## config.mk

```make
export PLATFORM = sky130hd
export DESIGN_NAME = bba_ctrl
export DESIGN_NICKNAME = d
export VERILOG_FILES = /design/src/bba_pkg.sv /design/src/bba_ctrl.sv
export SDC_FILE = /design/constraint.sdc
export NUM_CORES = 1
export LEC_CHECK = 0
export BUFFER_PORTS_ARGS = -buffer_cell sky130_fd_sc_hd__buf_4
export CORE_AREA = 3 3 40 42
export CTS_BUF_LIST = sky130_fd_sc_hd__clkbuf_4
export CTS_CLUSTER_SIZE = 20
export DETAILED_ROUTE_END_ITERATION = 10
export DIE_AREA = 0 0 43 45
export SYNTH_ARGS = -nofsm -noshare
export SYNTH_HDL_FRONTEND = slang
export SYNTH_SLANG_ARGS = --single-unit
```

## constraint.sdc

```tcl
create_clock -name clk -period 1.6 [get_ports clk]
set_clock_uncertainty 0.15 [all_clocks]
set_input_delay 0.24 -clock clk [delete_from_list [all_inputs] [get_ports clk]]
set_output_delay 0.24 -clock clk [all_outputs]
set_load 0.01 [all_outputs]
```

## src/bba_pkg.sv

```systemverilog
// Package for the bitmap block allocator: sizes, command codes, payload types,
// controller state and the command/status structs between controller and datapath.
// No dependencies.
package bba_pkg;

    localparam int NUM_BLOCKS = 4096;
    localparam int INDEX_SPAN = 4096;
    localparam int INDEX_W    = 12;
    localparam int COUNT_W    = 13;
    localparam int WORD_BITS  = 32;
    localparam int BIT_W      = 5;
    // blocks that can actually be tracked: limited by storage and by the index field
    localparam int CAP        = (NUM_BLOCKS < INDEX_SPAN) ? NUM_BLOCKS : INDEX_SPAN;
    localparam int MAP_WORDS  = (CAP + WORD_BITS - 1) / WORD_BITS;
    localparam int WORD_AW    = (MAP_WORDS > 1) ? $clog2(MAP_WORDS) : 1;
    localparam int FULLW_W    = COUNT_W - BIT_W;

    localparam logic [COUNT_W-1:0] CAP_COUNT     = COUNT_W'(CAP);
    localparam logic [COUNT_W-1:0] TRACKED_RESET = COUNT_W'(4096);

    localparam int APB_DATA_W = 32;
    localparam int PADDR_W    = 3;
    localparam logic REG_TRACKED = 1'b0;

    typedef enum logic [1:0] {
        CMD_ALLOC   = 2'd0,
        CMD_RELEASE = 2'd1,
        CMD_MARK    = 2'd2,
        CMD_QUERY   = 2'd3
    } cmd_t;

    typedef struct packed {
        cmd_t               command;
        logic [INDEX_W-1:0] block_index;
    } in_item_t;

    typedef struct packed {
        logic               found;
        logic [INDEX_W-1:0] granted_index;
        logic               occupied;
    } out_item_t;

    typedef enum logic [2:0] {
        ST_IDLE,
        ST_ALLOC_START,
        ST_SCAN,
        ST_READ,
        ST_MODIFY,
        ST_FINISH
    } state_t;

    typedef struct packed {
        logic latch_in;
        logic alloc_start;
        logic scan;
        logic rmw_read;
        logic rmw_modify;
        logic load_out;
    } dp_cmd_t;

    typedef struct packed {
        cmd_t command;
        logic count_zero;
        logic hit;
        logic last_word;
        logic out_full;
    } dp_status_t;

endpackage

```

## src/bba_ctrl.sv

```systemverilog
// Controller state machine for the allocator: sequences accept, word scan,
// read-modify-write and result hand-off. Depends on bba_pkg.
module bba_ctrl
    import bba_pkg::*;
(
    input  logic       clk,
    input  logic       rst_n,
    input  logic       in_valid,
    output logic       in_stall,
    input  dp_status_t status,
    output dp_cmd_t    cmd
);

    state_t state_reg;
    state_t state_next;

    always_comb
    begin
        state_next = state_reg;
        unique case (state_reg)
            ST_IDLE:
            begin
                if (in_valid)
                begin
                    state_next = (status.command == CMD_ALLOC) ? ST_ALLOC_START : ST_READ;
                end
            end
            ST_ALLOC_START:
            begin
                state_next = status.count_zero ? ST_FINISH : ST_SCAN;
            end
            ST_SCAN:
            begin
                if (status.hit || status.last_word)
                begin
                    state_next = ST_FINISH;
                end
            end
            ST_READ:   state_next = ST_MODIFY;
            ST_MODIFY: state_next = ST_FINISH;
            ST_FINISH:
            begin
                if (!status.out_full)
                begin
                    state_next = ST_IDLE;
                end
            end
            default:   state_next = ST_IDLE;
        endcase
    end

    always_comb
    begin
        cmd      = '0;
        in_stall = 1'b1;
        unique case (state_reg)
            ST_IDLE:
            begin
                in_stall     = 1'b0;
                cmd.latch_in = in_valid;
            end
            ST_ALLOC_START: cmd.alloc_start = 1'b1;
            ST_SCAN:        cmd.scan        = 1'b1;
            ST_READ:        cmd.rmw_read    = 1'b1;
            ST_MODIFY:      cmd.rmw_modify  = 1'b1;
            ST_FINISH:      cmd.load_out    = !status.out_full;
            default:        cmd             = '0;
        endcase
    end

    always_ff @(posedge clk or negedge rst_n)
    begin
        if (!rst_n)
        begin
            state_reg <= ST_IDLE;
        end
        else
        begin
            state_reg <= state_next;
        end
    end

endmodule

```

After elaboration in Yosys (flattened, before gate mapping)
Cells that the tools add are included.

Register bits after elaboration: 3.

Mux-type cells: 13. Reduce and logical (&&, ||, !) cells: 5. Equality and inequality tests: 8.

Operators with widths (count): $pmux W3 S6 (1); $mux W3 (4); $mux W1 (7); $eq A3 B2 Y1 const B (2); $eq A3 B3 Y1 const B (2); $ne A2 B2 Y1 const B (3); $eq A3 B1 Y1 const B (1); $logic_not A3 Y1 (1); $reduce_and A3 Y1 (1); $logic_not A2 Y1 (1); $mux W2 (1); $logic_not A1 Y1 (1); $logic_or A1 B1 Y1 (1).

Depth between registers and ports, before layout
Depth in word-level cells: 4. Depth in mapped cells: 4. Gate-level depth less buffers: 3.

Least setup slack after synthesis
Ideal clock, no wire load.

Kind: register to output. Start: register state_reg[2]. End: output cmd[5] in the netlist's numbering. Cell stages (with the launch flop): 4. Data required time: 1210 ps. Slack: 98 ps. Arrival time: 1112 ps. Cell sequence: dfrtp_1 > buf_2 > or3_1 > nor2_1.

RTL lines: start: declaration (line bba_ctrl.sv:14) `state_t state_reg;`; start signal: assignment (line bba_ctrl.sv:79) `state_reg <= state_next;`; end: declaration (line bba_ctrl.sv:11) `output dp_cmd_t cmd`.

==> impl_results.md <==
* DIE HEIGHT at 45 um
* Startpoint Class: flop
* Max Buffers Root-to-Sink at 2
* Die ar. at 0.00194 mm2
* DR DRC count at 0
* Area of the mapped netlist at 255 um2
* Cell Rows at 13
* Failing checks: negative setup slack
* Crit-path max cell delay at 0.42 ns
* Worst slew margin at 0.763
* Tmin final at 1.61 ns
* Initial core utilization at 0.199
* Setup CP Type: flop to output pin
* Clock sinks at 3
* Hold WC Path Type: input pin to flop
* CP max-delay cell: dfrtp_2
* Seq/Total Area, Yosys at 0.294
* Starting DRT DRC Count at 2
* Synth cell types at 22
* Fin nets at 64
* # IOs at 16
* CTS tree: yes
* First-pass iteration count of the detailed router at 2
* Switching pwr at 0.344 mW
* Vias per cell at 4.58
* Fmax at 0.620 GHz
* Fin util at 0.360
* Gate power share at 0.638
* Status: complete, but fails checks
* DPL Wire Length at 524 um
* Clock Power Share at 0.172
* Htree depth at 1
* Switching Fraction at 0.396
* Die width at 43 um
* Critical Path Start: state_reg[1]
* Worst-path clk slew at 0.03 ns
* Worst-Skew Late Latency at 0.23 ns
* Largest net degree at the start of global routing at 12
* Flop pwr share at 0.190
* Cells after Synth at 33
* Grt ovf at 0
* Area leader, netlist: dfrtp_1
* DR vias at 316
* Total power at 0.869 mW
* Global Route Usage Sum at 0.0818
* Buffer and inverter count on the worst path at 1
* Worst-Margin Slew at 0.354 ns
* Worst R2R Start: state_reg[0]
* CP endpoint: cmd[5]
* CTS root buf: clkbuf_4
* PD cells at 1880 mW/mm2
* Fraction of layout cells with a size suffix above 1 at 0.574
* RSZ-0062 raised after global routing: yes
* Vias in the first global route at 280
* Syn. warnings at 0
* CTS Buf Count at 3
* Arr. time, crit path at 1.22 ns
* Wirelength per Cell at 9.96 um
* Max reg flops at 3
* Global-route wire length before repair at 1.15 mm
* CP Cell Sequence: or3_4 -> nor2_2 -> buf_4
* R2r endpoint: state_reg[1]
* Post-Route WL at 687 um
* IO buf count at 15
* Crit path depth at 3
* Fin crit share at 1.01
* Worst reg2reg path depth at 3
* Worst IR Drop VDD at 469 uV
* Final WS setup at -0.0122 ns
* Initial antenna violation count at 0
* RD Place Congestion at 0.748
* Setup Viol. Count Final at 1
* CP Capture Type: output pin
* Yosys top cell area share at 0.294
* Core area at 0.00128 mm2
* Final Hold Fails at 0
* Mapped Avg Cell Area at 7.73 um2
* Req. time, crit path at 1.21 ns
* Synth top area cells: dfrtp_1 (29%), nor2_1 (7.4%), a21oi_1 (5.9%)
* Crit-path max FO at 4
* Cell family with the largest share of critical-path delay: simple AND/OR/NAND/NOR gates
* Design internal power at 0.524 mW
* Post-route ant nets at 0
* Synth Register Bits at 3
* LEAKAGE at 0.208 nW
* Flop-to-flop setup slack at 0.14 ns
* Syn nets at 42
* Area added between synthesis and finish at 81.4%
* Slew Limit Fails at 0
* Max cap viols at 0
* # fillers at 144
* Number of diodes at 0
==> cell families (layout without fill, tap and decap cells) <==
kind of cell | count (synthesis) | in the layout | synth area share
and+or+nand+nor | 16 | 16 | 0.338
AOI/OAI and AO/OA | 9 | 9 | 0.260
buffers and inverters | 5 | 26 | 0.108
DFF | 3 | 3 | 0.294
==> final cells by class <==
type                       instances  area (um2)  share of cell area
inverter                           2        7.51              0.0162
tap                               15        18.8              0.0405
sequential                         3        77.6               0.168
multi-input combinational         25         176               0.381
clock buffer                       4        30.0              0.0649
timing repair buffer              20         153               0.330
==> metal layers <==
metal,vias up,track usage,wire length (um)
li1,162,-,-
met1,141,0.0947,284
met2,11,0.114,319
met3,2,0.0359,66
met4,0,0.0723,17
met5,-,0,0
==> power groups by stage <==
stage | logic [mW] | registers (mW) | clock network, mW
final | 0.554 | 0.165 | 0.150
after global routing | 0.617 | 0.173 | 0.164
after CTS | 0.508 | 0.158 | 0.156
after detailed placement | 0.451 | 0.174 | 0
after global placement | 0.452 | 0.172 | 0
after floorplan | 0.319 | 0.144 | 0
==> worst min-delay path by stage <==
| stage | depth (start not counted) | startpoint | endpoint | slack (ns) |
|---|---|---|---|---|
| floorplan | 0 | rst_n | state_reg[0] | -0.21 |
| global placement | 1 | rst_n | state_reg[0] | -0.12 |
| detailed placement | 1 | rst_n | state_reg[0] | -0.12 |
| CTS | 3 | status[2] | state_reg[1] | 0.15 |
| global route | 3 | status[2] | state_reg[1] | 0.17 |
| finish | 3 | status[2] | state_reg[1] | 0.15 |
==> tightest hold or removal path, stage by stage <==
cell     delay (ns)
buf_4          0.08
or4_1          0.09
o22ai_1        0.07
==> Yosys cell counts, drive strengths merged <==
library cell / n
nor2b: 1
or4: 1
o311ai: 1
nand2b: 1
nor3: 2
dfrtp: 3
a2111oi: 1
inv: 2
a21oi: 3
o22a: 1
o21a: 1
nor4bb: 1
nand4: 1
o22ai: 1
clkbuf: 1
nor3b: 1
nor2: 5
o21ai: 1
or3: 1
nand2: 2
buf: 2
==> layout by cell type (no fill, tap or decap), types with 2 or more instances in the layout <==
master     n
buf_4     19
clkbuf_4   4
nor2_1     3
a21oi_1    3
nand2_1    2
nor2_2     2
inv_1      2
nor3_1     2
dfrtp_2    2
==> through the flow <==
step                      hold WS, ns  std cells  TNS (ns)  setup slack [ns]  area [um2]
after floorplan                -0.206         33         0            0.0977         255
after global placement         -0.120         62         0             0.161         382
after detailed placement       -0.119         62         0             0.145         382
after CTS                       0.150         69   -0.0348           -0.0348         438
after global routing            0.168         69    -0.223           -0.0590         463
final                           0.152         69   -0.0122           -0.0122         463
==> timing repair <==
action / in CTS / in global routing
pin swaps: 0 / 1
hold buffers: 1 / 0
gates resized for setup: 1 / 6
hold endpoints to repair: 3 / 0
setup endpoints to repair: 3 / 6
setup buffers: 2 / 0
Power figures use the tool's default switching activity.
