**src/bba_pkg.sv**
```systemverilog
// Package for the bitmap block allocator: sizes, command codes, payload types,
// controller state and the command/status structs between controller and datapath.
// No dependencies.
package bba_pkg;

    localparam int NUM_BLOCKS = 4096;
    localparam int INDEX_SPAN = 4096;
    localparam int INDEX_W    = 12;
    localparam int COUNT_W    = 13;
    localparam int WORD_BITS  = 32;
    localparam int BIT_W      = 5;
    // blocks that can actually be tracked: limited by storage and by the index field
    localparam int CAP        = (NUM_BLOCKS < INDEX_SPAN) ? NUM_BLOCKS : INDEX_SPAN;
    localparam int MAP_WORDS  = (CAP + WORD_BITS - 1) / WORD_BITS;
    localparam int WORD_AW    = (MAP_WORDS > 1) ? $clog2(MAP_WORDS) : 1;
    localparam int FULLW_W    = COUNT_W - BIT_W;

    localparam logic [COUNT_W-1:0] CAP_COUNT     = COUNT_W'(CAP);
    localparam logic [COUNT_W-1:0] TRACKED_RESET = COUNT_W'(4096);

    localparam int APB_DATA_W = 32;
    localparam int PADDR_W    = 3;
    localparam logic REG_TRACKED = 1'b0;

    typedef enum logic [1:0] {
        CMD_ALLOC   = 2'd0,
        CMD_RELEASE = 2'd1,
        CMD_MARK    = 2'd2,
        CMD_QUERY   = 2'd3
    } cmd_t;

    typedef struct packed {
        cmd_t               command;
        logic [INDEX_W-1:0] block_index;
    } in_item_t;

    typedef struct packed {
        logic               found;
        logic [INDEX_W-1:0] granted_index;
        logic               occupied;
    } out_item_t;

    typedef enum logic [2:0] {
        ST_IDLE,
        ST_ALLOC_START,
        ST_SCAN,
        ST_READ,
        ST_MODIFY,
        ST_FINISH
    } state_t;

    typedef struct packed {
        logic latch_in;
        logic alloc_start;
        logic scan;
        logic rmw_read;
        logic rmw_modify;
        logic load_out;
    } dp_cmd_t;

    typedef struct packed {
        cmd_t command;
        logic count_zero;
        logic hit;
        logic last_word;
        logic out_full;
    } dp_status_t;

endpackage

```
**src/bba_regs.sv**
```systemverilog
// APB register file: holds tracked_count and derives the effective block count.
// Depends on bba_pkg.
module bba_regs
    import bba_pkg::*;
(
    input  logic                  clk,
    input  logic                  rst_n,
    input  logic                  psel,
    input  logic                  penable,
    input  logic                  pwrite,
    input  logic [PADDR_W-1:0]    paddr,
    input  logic [APB_DATA_W-1:0] pwdata,
    output logic [APB_DATA_W-1:0] prdata,
    output logic [COUNT_W-1:0]    eff_count
);

    logic [COUNT_W-1:0] tracked_reg;
    logic [COUNT_W-1:0] tracked_next;
    logic               wr_en;

    assign wr_en = psel && penable && pwrite && (paddr[2] == REG_TRACKED);

    always_comb
    begin
        tracked_next = tracked_reg;
        if (wr_en)
        begin
            tracked_next = pwdata[COUNT_W-1:0];
        end
    end

    always_ff @(posedge clk or negedge rst_n)
    begin
        if (!rst_n)
        begin
            tracked_reg <= TRACKED_RESET;
        end
        else
        begin
            tracked_reg <= tracked_next;
        end
    end

    assign prdata    = (paddr[2] == REG_TRACKED) ? APB_DATA_W'(tracked_reg) : '0;
    assign eff_count = (tracked_reg > CAP_COUNT) ? CAP_COUNT : tracked_reg;

endmodule

```
**config.mk**
```make
export PLATFORM = sky130hd
export DESIGN_NAME = bba_regs
export DESIGN_NICKNAME = d
export VERILOG_FILES = /design/src/bba_pkg.sv /design/src/bba_regs.sv
export SDC_FILE = /design/constraint.sdc
export NUM_CORES = 1
export LEC_CHECK = 0
export ABC_AREA = 1
export BUFFER_PORTS_ARGS = -buffer_cell sky130_fd_sc_hd__clkbuf_2
export CORE_AREA = 2 2 55 57
export DETAILED_ROUTE_END_ITERATION = 6
export DIE_AREA = 0 0 57 59
export HOLD_SLACK_MARGIN = 0.02
export PLACE_DENSITY = 0.82
export SETUP_SLACK_MARGIN = 0.15
export SYNTH_ARGS = -nofsm -noshare
export SYNTH_HDL_FRONTEND = slang
export SYNTH_SLANG_ARGS = --single-unit
```
**constraint.sdc**
```tcl
create_clock -name clk -period 1.3 [get_ports clk]
set_input_delay 0.065 -clock clk [delete_from_list [all_inputs] [get_ports clk]]
set_output_delay 0.065 -clock clk [all_outputs]
set_load 0.02 [all_outputs]
```
# After elaboration in Yosys (flattened, before gate mapping)
# Cells that the tools add are included.
[classes]
bitwise_logic = 1
reduce_logical = 3
muxes = 2
magnitude_cmp = 1
[ops]
columns = ["op", "count"]
rows = [
  ["two-way mux 13 bit", 2],
  ["> comparator 13 bit (second input constant)", 1],
  ["logical AND 1 bit", 3],
  ["NOT 1 bit", 1],
]
[totals]
input_bits = 40
register_bits = 13
out_inout_bits = 45
wordCells = 8

# Longest topological paths before layout
# Gate-level depths: netlist of run 1.
[depth]
word_depth = 3
mapped_depth = 6

# Worst setup path before layout of run 1
# OpenSTA, ideal clock, no wires.
[synth_path]
kind = "reg2out"
from = "register tracked_reg[3]"
to = "output port eff_count[10]"
path_stages_with_launch = 7
arrival_time_ps = 1072
path_slack_ps = 163
cell_sequence = "dfrtp_1 -> nor2_1 -> nand2_1 -> nor2_2 -> nand2_2 -> buf_6 -> a21oi_2"
[synth_via]
elab_chain_cells = 2
[synth_lines]
columns = ["element", "line_no", "source"]
rows = [
  ["start: declaration", "bba_regs.sv:17", "logic [COUNT_W-1:0] tracked_reg;"],
  ["start signal: assignment", "bba_regs.sv:40", "tracked_reg <= tracked_next;"],
  ["> comparator 13 bit", "bba_regs.sv:45", "assign eff_count = (tracked_reg > CAP_COUNT) ? CAP_COUNT : tracked_reg;"],
  ["two-way mux 13 bit", "bba_regs.sv:45", ""],
  ["end: declaration", "bba_regs.sv:14", "output logic [COUNT_W-1:0] eff_count"],
]
# Every way passes these cells.

# Final worst setup path of run 1
[layout_path]
from = "register tracked_reg[3]"
to = "output port eff_count[5]"
# The elaborated chain is that of the path after synthesis.

==> results of run 1 <==
[critical path: stages (launching register included)]
cell and delay, ps:
dfrtp_1 390, nor2_1 120, nand2_1 80, nor2_2 90, nand2_2 70, buf_8 160, a21oi_4 150, clkbuf_8 150
[routing by layer]
layer	vias up	global-route usage (%)	routed length [um]
met1	391	16.2	933
met2	32	26.3	1250
met4	0	5.98	14
met3	2	3.28	140
li1	442	-	-
met5	-	0	0
[cell type report]
cell class	instances	area (um^2)	area share, %
timing repair buffer	65	544	35.9
multi-input combinational	82	526	34.7
sequential	13	327	21.5
inverter	14	55.1	3.63
tap	31	38.8	2.56
clock buffer	4	26.3	1.73
[kinds of logic after synthesis]
group	count (synthesis)	share of synthesized area (%)
flops	13	33.8
compound gates	25	21.9
buf+inv	39	25.1
simple gates	38	18.9
other cells	1	0.388
[path summary, 6_finish.rpt]
kind | cells past startpoint | end
setup / recovery | 7 | eff_count[5]
max in group asynchronous | 2 | tracked_reg[12]$_DFFE_PN1P_
hold / removal | 3 | tracked_reg[5]$_DFFE_PN0P_
hold reg to reg | 2 | tracked_reg[12]$_DFFE_PN1P_
min in group asynchronous | 2 | tracked_reg[5]$_DFFE_PN0P_
setup reg to reg | 2 | tracked_reg[12]$_DFFE_PN1P_
[cell usage in the layout, fill, tap and decap left out]
master	synthesis	routed
a21oi_2	23	20
a21oi_4	0	5
buf_12	0	1
buf_4	19	17
buf_6	3	2
buf_8	0	3
clkbuf_1	1	1
clkbuf_2	0	25
clkbuf_4	0	3
clkbuf_8	0	9
conb_1	1	19
dfrtp_1	12	12
dfstp_2	1	1
dlygate4sd3_1	0	8
inv_1	9	7
inv_2	5	6
inv_4	0	1
nand2_1	4	4
nand2_2	1	1
nand4_4	1	1
nor2_1	24	20
nor2_2	8	11
nor2_4	0	1
[timing repair]
| item | in CTS | in global routing |
|---|---|---|
| hold buffers | 7 | 1 |
| pin swaps | 5 | 1 |
| setup buffers | 2 | 2 |
| gates resized for setup | 31 | 28 |
| hold endpoints to repair | 19 | 1 |
| endpoints found under the setup margin | 14 | 19 |
[per-stage QoR]
step                      power [mW]  area, um^2  worst slack, ps  cells  setup TNS, ps
after floorplan                 1.06        1030              163    134              0
after global placement          1.27        1180             20.1    193              0
after detailed placement        1.28        1180             10.2    193              0
after CTS                       1.70        1420             -270    206          -3040
after global routing            1.90        1520             -352    209          -4040
final                           1.79        1520             -254    209          -2710
[power by group]
group / switching, mW / leakage, nW / total (mW) / internal [mW]
clock: 0.140 / 0.0150 / 0.259 / 0.119
sequential: 0.0503 / 0.138 / 0.535 / 0.484
combinational: 0.535 / 0.599 / 0.993 / 0.458
total: 0.726 / 0.752 / 1.79 / 1.06
==> results.py, run 1 <==
metrics = {
    "pwr": {
        "power_leakage_nw": 0.752,
        "peakVddDrop_mv": 0.723,
        "power_density_nw_per_um2": 1180,
    },
    "grt": {
        "overflow": 0,
        "grt_max_degree": 27,
        "grt_pass1_wl_um": 3640,
        "antenna_found_initial": 0,
        "groute.usage.overall_pct": 14.4,
        "first_global_vias": 807,
    },
    "route": {
        "routedWlPerCell_um": 11.2,
        "drtIter0Drc": 23,
        "avgViaCountPerCell": 4.15,
        "postRouteWirelength_um": 2330,
        "dr.pass1.iters": 4,
        "detail-route-antenna-nets": 0,
        "drc": 0,
        "vias": 867,
    },
    "clocking": {
        "clockBufferDepth": 2,
        "clkLatencyLatePin_ps": 270,
        "cts_made_buffers": 3,
        "cts-htree-levels": 1,
        "cts_sinks": 13,
        "cts_tree": "done",
        "root_buffer": "clkbuf_4",
        "cts.clk_slew.worst_paths_ps": 90,
    },
    "timing": {
        "timing.final.crit_share_pct": 120,
        "fmax_mhz": 643,
        "fin_crit_ps": 1550,
        "slew_viol_final": 0,
        "hold_slack_ps": 24.7,
        "setup_slack_ps": -254,
        "finalSetupViolations": 12,
        "finClkSkew_ps": 0,
        "final-hold-violation-count": 0,
        "rsz0062_at_grt": "yes",
    },
    "layout": {
        "n_fill_cell": 265,
        "diodes": 0,
        "area_delta_synth_final_pct": 56.8,
        "drive_gt1_share_pct": 60.1,
        "post-route-util_pct": 56.0,
        "nets": 219,
        "largest_reg_flops": 13,
    },
    "flow_run": {
        "drv_cap": 0,
    },
    "floorplan": {
        "die_w_um": 57,
        "start_util_pct": 35.7,
        "dieHeight_um": 59,
        "fp.coreArea_um2": 2710,
        "io_pins": 85,
        "num_rows": 19,
        "design.die.area_um2": 3360,
    },
    "status": {
        "status": "finished with violations",
        "violations": "negative setup slack",
    },
    "worst_setup_path": {
        "r2r_slack_ps": 420,
        "cp_max_fo": 9,
        "startpoint": "tracked_reg[3]$_DFFE_PN0P_",
        "cp-start-kind": "flip-flop",
        "cp_data_required_time_ps": 1240,
        "arrival_ps": 1490,
        "critical_path_class": "flip-flop to output pin",
        "end_kind": "output pin",
        "r2r_start": "tracked_reg[12]$_DFFE_PN1P_",
    },
    "yosys": {
        "post-synth-top-area-cell": "dfrtp_1",
        "synth_edf_count": 0,
        "netlist_area_um2": 967,
        "synth_cell_type_count": 16,
        "synth.area.top_cells": "dfrtp_1 31%, a21oi_2 21%, buf_4 15%",
        "yosys-top-cells-count": "24 x nor2_1, 23 x a21oi_2, 19 x buf_4",
        "synth.most_common_cell": "nor2_1",
        "synth_top_area_share_pct": 31.0,
        "async_flop_share_pct": 100,
        "synth.avg_cell_area_um2": 8.34,
        "yosysSeqAreaShare_pct": 33.8,
        "ys_ff_latch": 13,
        "synth_ff_type": "dfrtp_1",
        "yosysWarnings": 0,
        "synth_cells": 116,
    },
    "min_path": {
        "hp-class": "input port to flip-flop",
        "hp-start": "pwdata[5]",
    },
    "placed_design": {
        "dp_hpwl_um": 1630,
        "io_buffers": 44,
        "place_congestion": 0.699,
    },
}
Note: power is estimated with default switching activity, not from simulation.
==> run 2, diff against run 1 <==
CORE_AREA = 8 8 61 63   (was 2 2 55 57)
DIE_AREA = 0 0 69 71   (was 0 0 57 59)
==> run 2 against run 1 <==
The flow still finishes with violations (negative setup slack). First-iteration DRC count decreased by 61%. Worst hold slack got worse by 13 ps. Sequential share of layout area increased by 2.2 points. Critical path depth decreased by 1. Setup slack improved by 17 ps. Die area increased by 46%. Wire length increased by 9.2%.
==> results.py, run 2 (synthesized netlist as in run 1, its figures left out) <==
metrics = {
    "route": {
        "dr.pass1.iters": 2,
        "detail-route-antenna-nets": 0,
        "drc": 0,
        "postRouteWirelength_um": 2550,
        "drtIter0Drc": 9,
        "routedWlPerCell_um": 12.7,
        "avgViaCountPerCell": 4.29,
        "vias": 863,
    },
    "floorplan": {
        "start_util_pct": 33.9,
        "dieHeight_um": 71,
        "num_rows": 20,
        "fp.coreArea_um2": 2850,
        "die_w_um": 69,
        "io_pins": 85,
        "design.die.area_um2": 4900,
    },
    "grt": {
        "grt_max_degree": 27,
        "overflow": 0,
        "antenna_found_initial": 0,
        "grtUsageMet2_pct": 16.9,
        "grtUsageMet1_pct": 10.3,
        "first_global_vias": 860,
        "top_usage_layer": "met2",
        "groute.usage.overall_pct": 9.79,
        "met3_usage_pct": 4.76,
        "grt_pass1_wl_um": 4010,
    },
    "clocking": {
        "clockBufferDepth": 2,
        "cts-htree-levels": 1,
        "cts.clk_slew.worst_paths_ps": 80,
        "cts_sinks": 13,
        "root_buffer": "clkbuf_4",
        "cts_tree": "done",
        "clkLatencyLatePin_ps": 280,
        "cts_made_buffers": 3,
    },
    "layout": {
        "nets": 209,
        "finalInstanceArea_um2": 1370,
        "n_fill_cell": 301,
        "layout_commonest_cell": "clkbuf_2",
        "diodes": 0,
        "area_delta_synth_final_pct": 42.0,
        "layout_common_cells": "28 x clkbuf_2, 25 x a21oi_2, 21 x nor2_1",
        "stdcell_count": 201,
        "largest_reg_flops": 13,
        "drive_gt1_share_pct": 60.1,
        "post-route-util_pct": 48.2,
    },
    "flow_run": {
        "drv_cap": 0,
    },
    "placed_design": {
        "placedCellCount": 193,
        "dp_slack_ps": -87.6,
        "dp_hpwl_um": 1990,
        "place_congestion": 0.713,
        "placed_area_um2": 1160,
        "io_buffers": 44,
    },
    "timing": {
        "hold_slack_ps": 11.9,
        "finClkSkew_ps": 0,
        "final-hold-violation-count": 0,
        "finalSetupTns_ps": -2620,
        "finalSetupViolations": 12,
        "fmax_mhz": 650,
        "fin_crit_ps": 1540,
        "slew_viol_final": 0,
        "rsz0062_at_grt": "yes",
        "timing.final.crit_share_pct": 118,
        "setup_slack_ps": -238,
    },
    "worst_setup_path": {
        "cp_max_fo": 6,
        "crit_path_top_delay_cell": "dfrtp_1",
        "arrival_ps": 1470,
        "r2r_start": "tracked_reg[12]$_DFFE_PN1P_",
        "crit_family": "simple AND/OR/NAND/NOR gates",
        "cp-start-kind": "flip-flop",
        "critical_path_class": "flip-flop to output pin",
        "startpoint": "tracked_reg[1]$_DFFE_PN0P_",
        "worstPathCellList": "nor2_1, nand2_1, nor2_4, nand2_4, a21oi_2, clkbuf_8",
        "cp_data_required_time_ps": 1240,
        "path_buf_inv": 1,
        "end_kind": "output pin",
        "slowest_delay_ps": 390,
    },
    "status": {
        "violations": "negative setup slack",
        "status": "finished with violations",
    },
    "min_path": {
        "hp-class": "input port to flip-flop",
        "hp-start": "pwdata[12]",
    },
    "pwr": {
        "power_density_nw_per_um2": 1220,
        "power_leakage_nw": 0.723,
        "finalPower_mw": 1.68,
        "peakVddDrop_mv": 0.688,
    },
}
## run 2: cell count changes in the layout (fill, tap and decap cells not counted), moves of 2 or more
| cell | change |
|---|---|
| a21oi_4 | -5 |
| a21oi_2 | +5 |
| buf_4 | -8 |
| nand2_4 | +2 |
| nor2_2 | -2 |
| clkbuf_8 | +3 |
| clkbuf_2 | +3 |
| dlygate4sd3_1 | -6 |
| buf_8 | -3 |
## run 2: tightest hold or removal path: cells and delay by family
kind / cells / cell delay, ps
buffers and inverters: 1 / 80
and+or+nand+nor: 1 / 110
AOI/OAI and AO/OA: 1 / 40
## run 2: area by class of cell
cell class	instances	area, um^2	area share (%)
repair buffers	54	420	30.6
multi-input cells	83	507	36.9
inverters	14	52.6	3.83
clock buffers	4	26.3	1.91
flip-flops and latches	13	327	23.8
well taps	33	41.3	3.01
## run 2: routing by layer
metal,vias up,routed length [um]
met1,397,1020
met4,0,28
met5,-,0
met3,5,206
met2,37,1300
li1,424,-
## run 2: path summary, 6_finish.rpt
path,cells past startpoint,slack [ps],endpoint
hold reg to reg,2,510,tracked_reg[12]$_DFFE_PN1P_
setup reg to reg,2,490,tracked_reg[12]$_DFFE_PN1P_
max in group asynchronous,2,810,tracked_reg[12]$_DFFE_PN1P_
setup / recovery,6,-240,eff_count[1]
hold / removal,3,10,tracked_reg[12]$_DFFE_PN1P_
min in group asynchronous,2,210,tracked_reg[1]$_DFFE_PN0P_
## run 2: repair_timing
| item | in CTS | in global routing |
|---|---|---|
| hold buffers | 1 | 1 |
| gates resized for setup | 34 | 9 |
| setup endpoints to repair | 14 | 16 |
| setup buffers | 1 | 0 |
| cloned | 1 | 0 |
| pin swaps | 1 | 0 |
| hold endpoints to repair | 13 | 1 |
## run 2: power by group
group | internal, mW | switching [mW] | total (mW)
clock network | 0.119 | 0.139 | 0.258
registers | 0.484 | 0.0431 | 0.527
logic | 0.385 | 0.510 | 0.895
total | 0.988 | 0.692 | 1.68
==> run 3, diff against run 2 <==
CTS_BUF_LIST = sky130_fd_sc_hd__clkbuf_8 sky130_fd_sc_hd__clkbuf_16   (was default)
==> run 3 against run 2 <==
Die area is the same. Power up 5.8%. Sequential power about the same. Critical path depth unchanged. Via count down 1.0%. Setup slack improved by 7.8 ps. The flow still finishes with violations (negative setup slack). Flip-flop and latch count stayed put. Worst hold slack improved by 44 ps. Sequential share of layout area down 0.11 points. Clock skew unchanged. Design area is 0.45% higher.
==> results.py, run 3 (synthesized netlist as in run 1, its figures left out) <==
metrics = {
    "worst_setup_path": {
        "crit_path_top_delay_cell": "dfrtp_1",
        "slowest_delay_ps": 390,
        "end_kind": "output pin",
        "arrival_ps": 1460,
        "cp_max_fo": 6,
        "critical_path_class": "flip-flop to output pin",
        "cp-start-kind": "flip-flop",
        "reg2reg_depth": 2,
        "path_buf_inv": 1,
        "crit_family": "simple AND/OR/NAND/NOR gates",
        "cp_data_required_time_ps": 1240,
        "cp.depth": 6,
        "worstPathCellList": "nor2_2, nand2_1, nor2_4, nand2_4, a21oi_2, clkbuf_8",
    },
    "layout": {
        "diodes": 0,
        "n_fill_cell": 303,
        "area_delta_synth_final_pct": 42.7,
        "ff_latch_area_um2": 327,
        "layout_commonest_cell": "clkbuf_2",
        "multi_input_area_um2": 509,
        "layout_common_cells": "30 x clkbuf_2, 24 x a21oi_2, 21 x nor2_1",
        "post-route-util_pct": 48.4,
        "drive_gt1_share_pct": 60.5,
        "nets": 208,
        "largest_reg_flops": 13,
    },
    "clocking": {
        "clkLatencyLatePin_ps": 240,
        "cts_made_buffers": 3,
        "cts_tree": "done",
        "clockBufferDepth": 2,
        "cts-htree-levels": 1,
        "root_buffer": "clkbuf_8",
        "cts_sinks": 13,
        "cts.clk_slew.worst_paths_ps": 60,
    },
    "timing": {
        "fin_crit_ps": 1530,
        "final-hold-violation-count": 0,
        "finalSetupViolations": 12,
        "finClkSkew_ps": 0,
        "setup_slack_ps": -230,
        "timing.final.crit_share_pct": 118,
        "slew_viol_final": 0,
        "rsz0062_at_grt": "yes",
        "fmax_mhz": 654,
    },
    "route": {
        "postRouteWirelength_um": 2550,
        "routedWlPerCell_um": 12.8,
        "detail-route-antenna-nets": 0,
        "vias": 854,
        "avgViaCountPerCell": 4.27,
        "dr.pass1.iters": 4,
        "drtIter0Drc": 9,
        "drc": 0,
    },
    "grt": {
        "grt_pass1_wl_um": 4130,
        "first_global_vias": 881,
        "antenna_found_initial": 0,
        "overflow": 0,
        "grt_max_degree": 27,
        "groute.usage.overall_pct": 10.2,
    },
    "pwr": {
        "peakVddDrop_mv": 0.613,
        "finalPower_mw": 1.78,
        "power_density_nw_per_um2": 1290,
        "power_leakage_nw": 0.730,
    },
    "status": {
        "status": "finished with violations",
        "violations": "negative setup slack",
    },
    "floorplan": {
        "die_w_um": 69,
        "design.die.area_um2": 4900,
        "num_rows": 20,
        "fp.coreArea_um2": 2850,
        "io_pins": 85,
        "start_util_pct": 33.9,
        "dieHeight_um": 71,
    },
    "placed_design": {
        "place_congestion": 0.713,
        "dp_hpwl_um": 1990,
        "io_buffers": 44,
    },
    "min_path": {
        "min_path_cells": 3,
        "hp-class": "input port to flip-flop",
    },
    "flow_run": {
        "drv_cap": 0,
    },
}
==> run 3: worst reg2reg max path: cells and delay by family (launching register included) <==
| family | cells | cell delay, ps |
|---|---|---|
| AO/OA/AOI/OAI | 1 | 110 |
| flip-flops | 1 | 570 |
| buffers and inverters | 1 | 50 |
==> run 3: path summary, 6_finish.rpt <==
| check | startpoint | to | slack (ps) |
|---|---|---|---|
| worst min register to register | tracked_reg[12]$_DFFE_PN1P_ | tracked_reg[12]$_DFFE_PN1P_ | 510 |
| worst max-delay path | tracked_reg[3]$_DFFE_PN0P_ | eff_count[5] | -230 |
| worst min-delay path | pwdata[11] | tracked_reg[11]$_DFFE_PN0P_ | 60 |
| min in group asynchronous | rst_n | tracked_reg[3]$_DFFE_PN0P_ | 250 |
| worst max register to register | tracked_reg[12]$_DFFE_PN1P_ | tracked_reg[12]$_DFFE_PN1P_ | 500 |
| max in group asynchronous | rst_n | tracked_reg[12]$_DFFE_PN1P_ | 750 |
==> run 3: power by group <==
| part | total [mW] | internal [mW] | switching [mW] | leakage, nW |
|---|---|---|---|---|
| Sequential | 0.530 | 0.485 | 0.0448 | 0.138 |
| Clock | 0.356 | 0.209 | 0.147 | 0.0269 |
| Combinational | 0.892 | 0.381 | 0.511 | 0.564 |
| Total | 1.78 | 1.08 | 0.703 | 0.730 |
==> run 3: repair_timing <==
action,in CTS,in global routing
endpoints found under the setup margin,13,14
pin swaps,1,3
cloned,1,0
resized for setup,32,9
hold buffers,1,0
setup buffers,1,0
endpoints found under the hold margin,13,0
==> run 3: area by class of cell <==
type	count	area share [%]
Clock inverter	1	0.272
Tap cell	33	2.99
Timing Repair Buffer	53	29.4
Multi-Input combinational cell	83	36.9
Clock buffer	3	2.99
Sequential cell	13	23.7
Inverter	14	3.81
==> run 3: per-stage QoR <==
step	setup WS (ps)	setup TNS, ps	hold slack, ps	cells	instance area [um^2]
detailed placement	-87.6	-434	-21.2	193	1160
global placement	-40.6	-139	-30.8	193	1160
global route	-328	-3790	63.3	200	1380
floorplan	163	0	-231	134	1030
finish	-230	-2440	55.9	200	1380
CTS	-214	-2320	57.5	200	1360
==> run 3: routing by layer <==
layer	wire, um	up-vias	track usage [%]	share of wire, %
met5	0	-	0	0
met4	32	0	3.42	1.3
met3	217	5	4.76	8.5
met2	1330	37	17.8	52
met1	974	389	10.4	38
li1	-	423	-	-
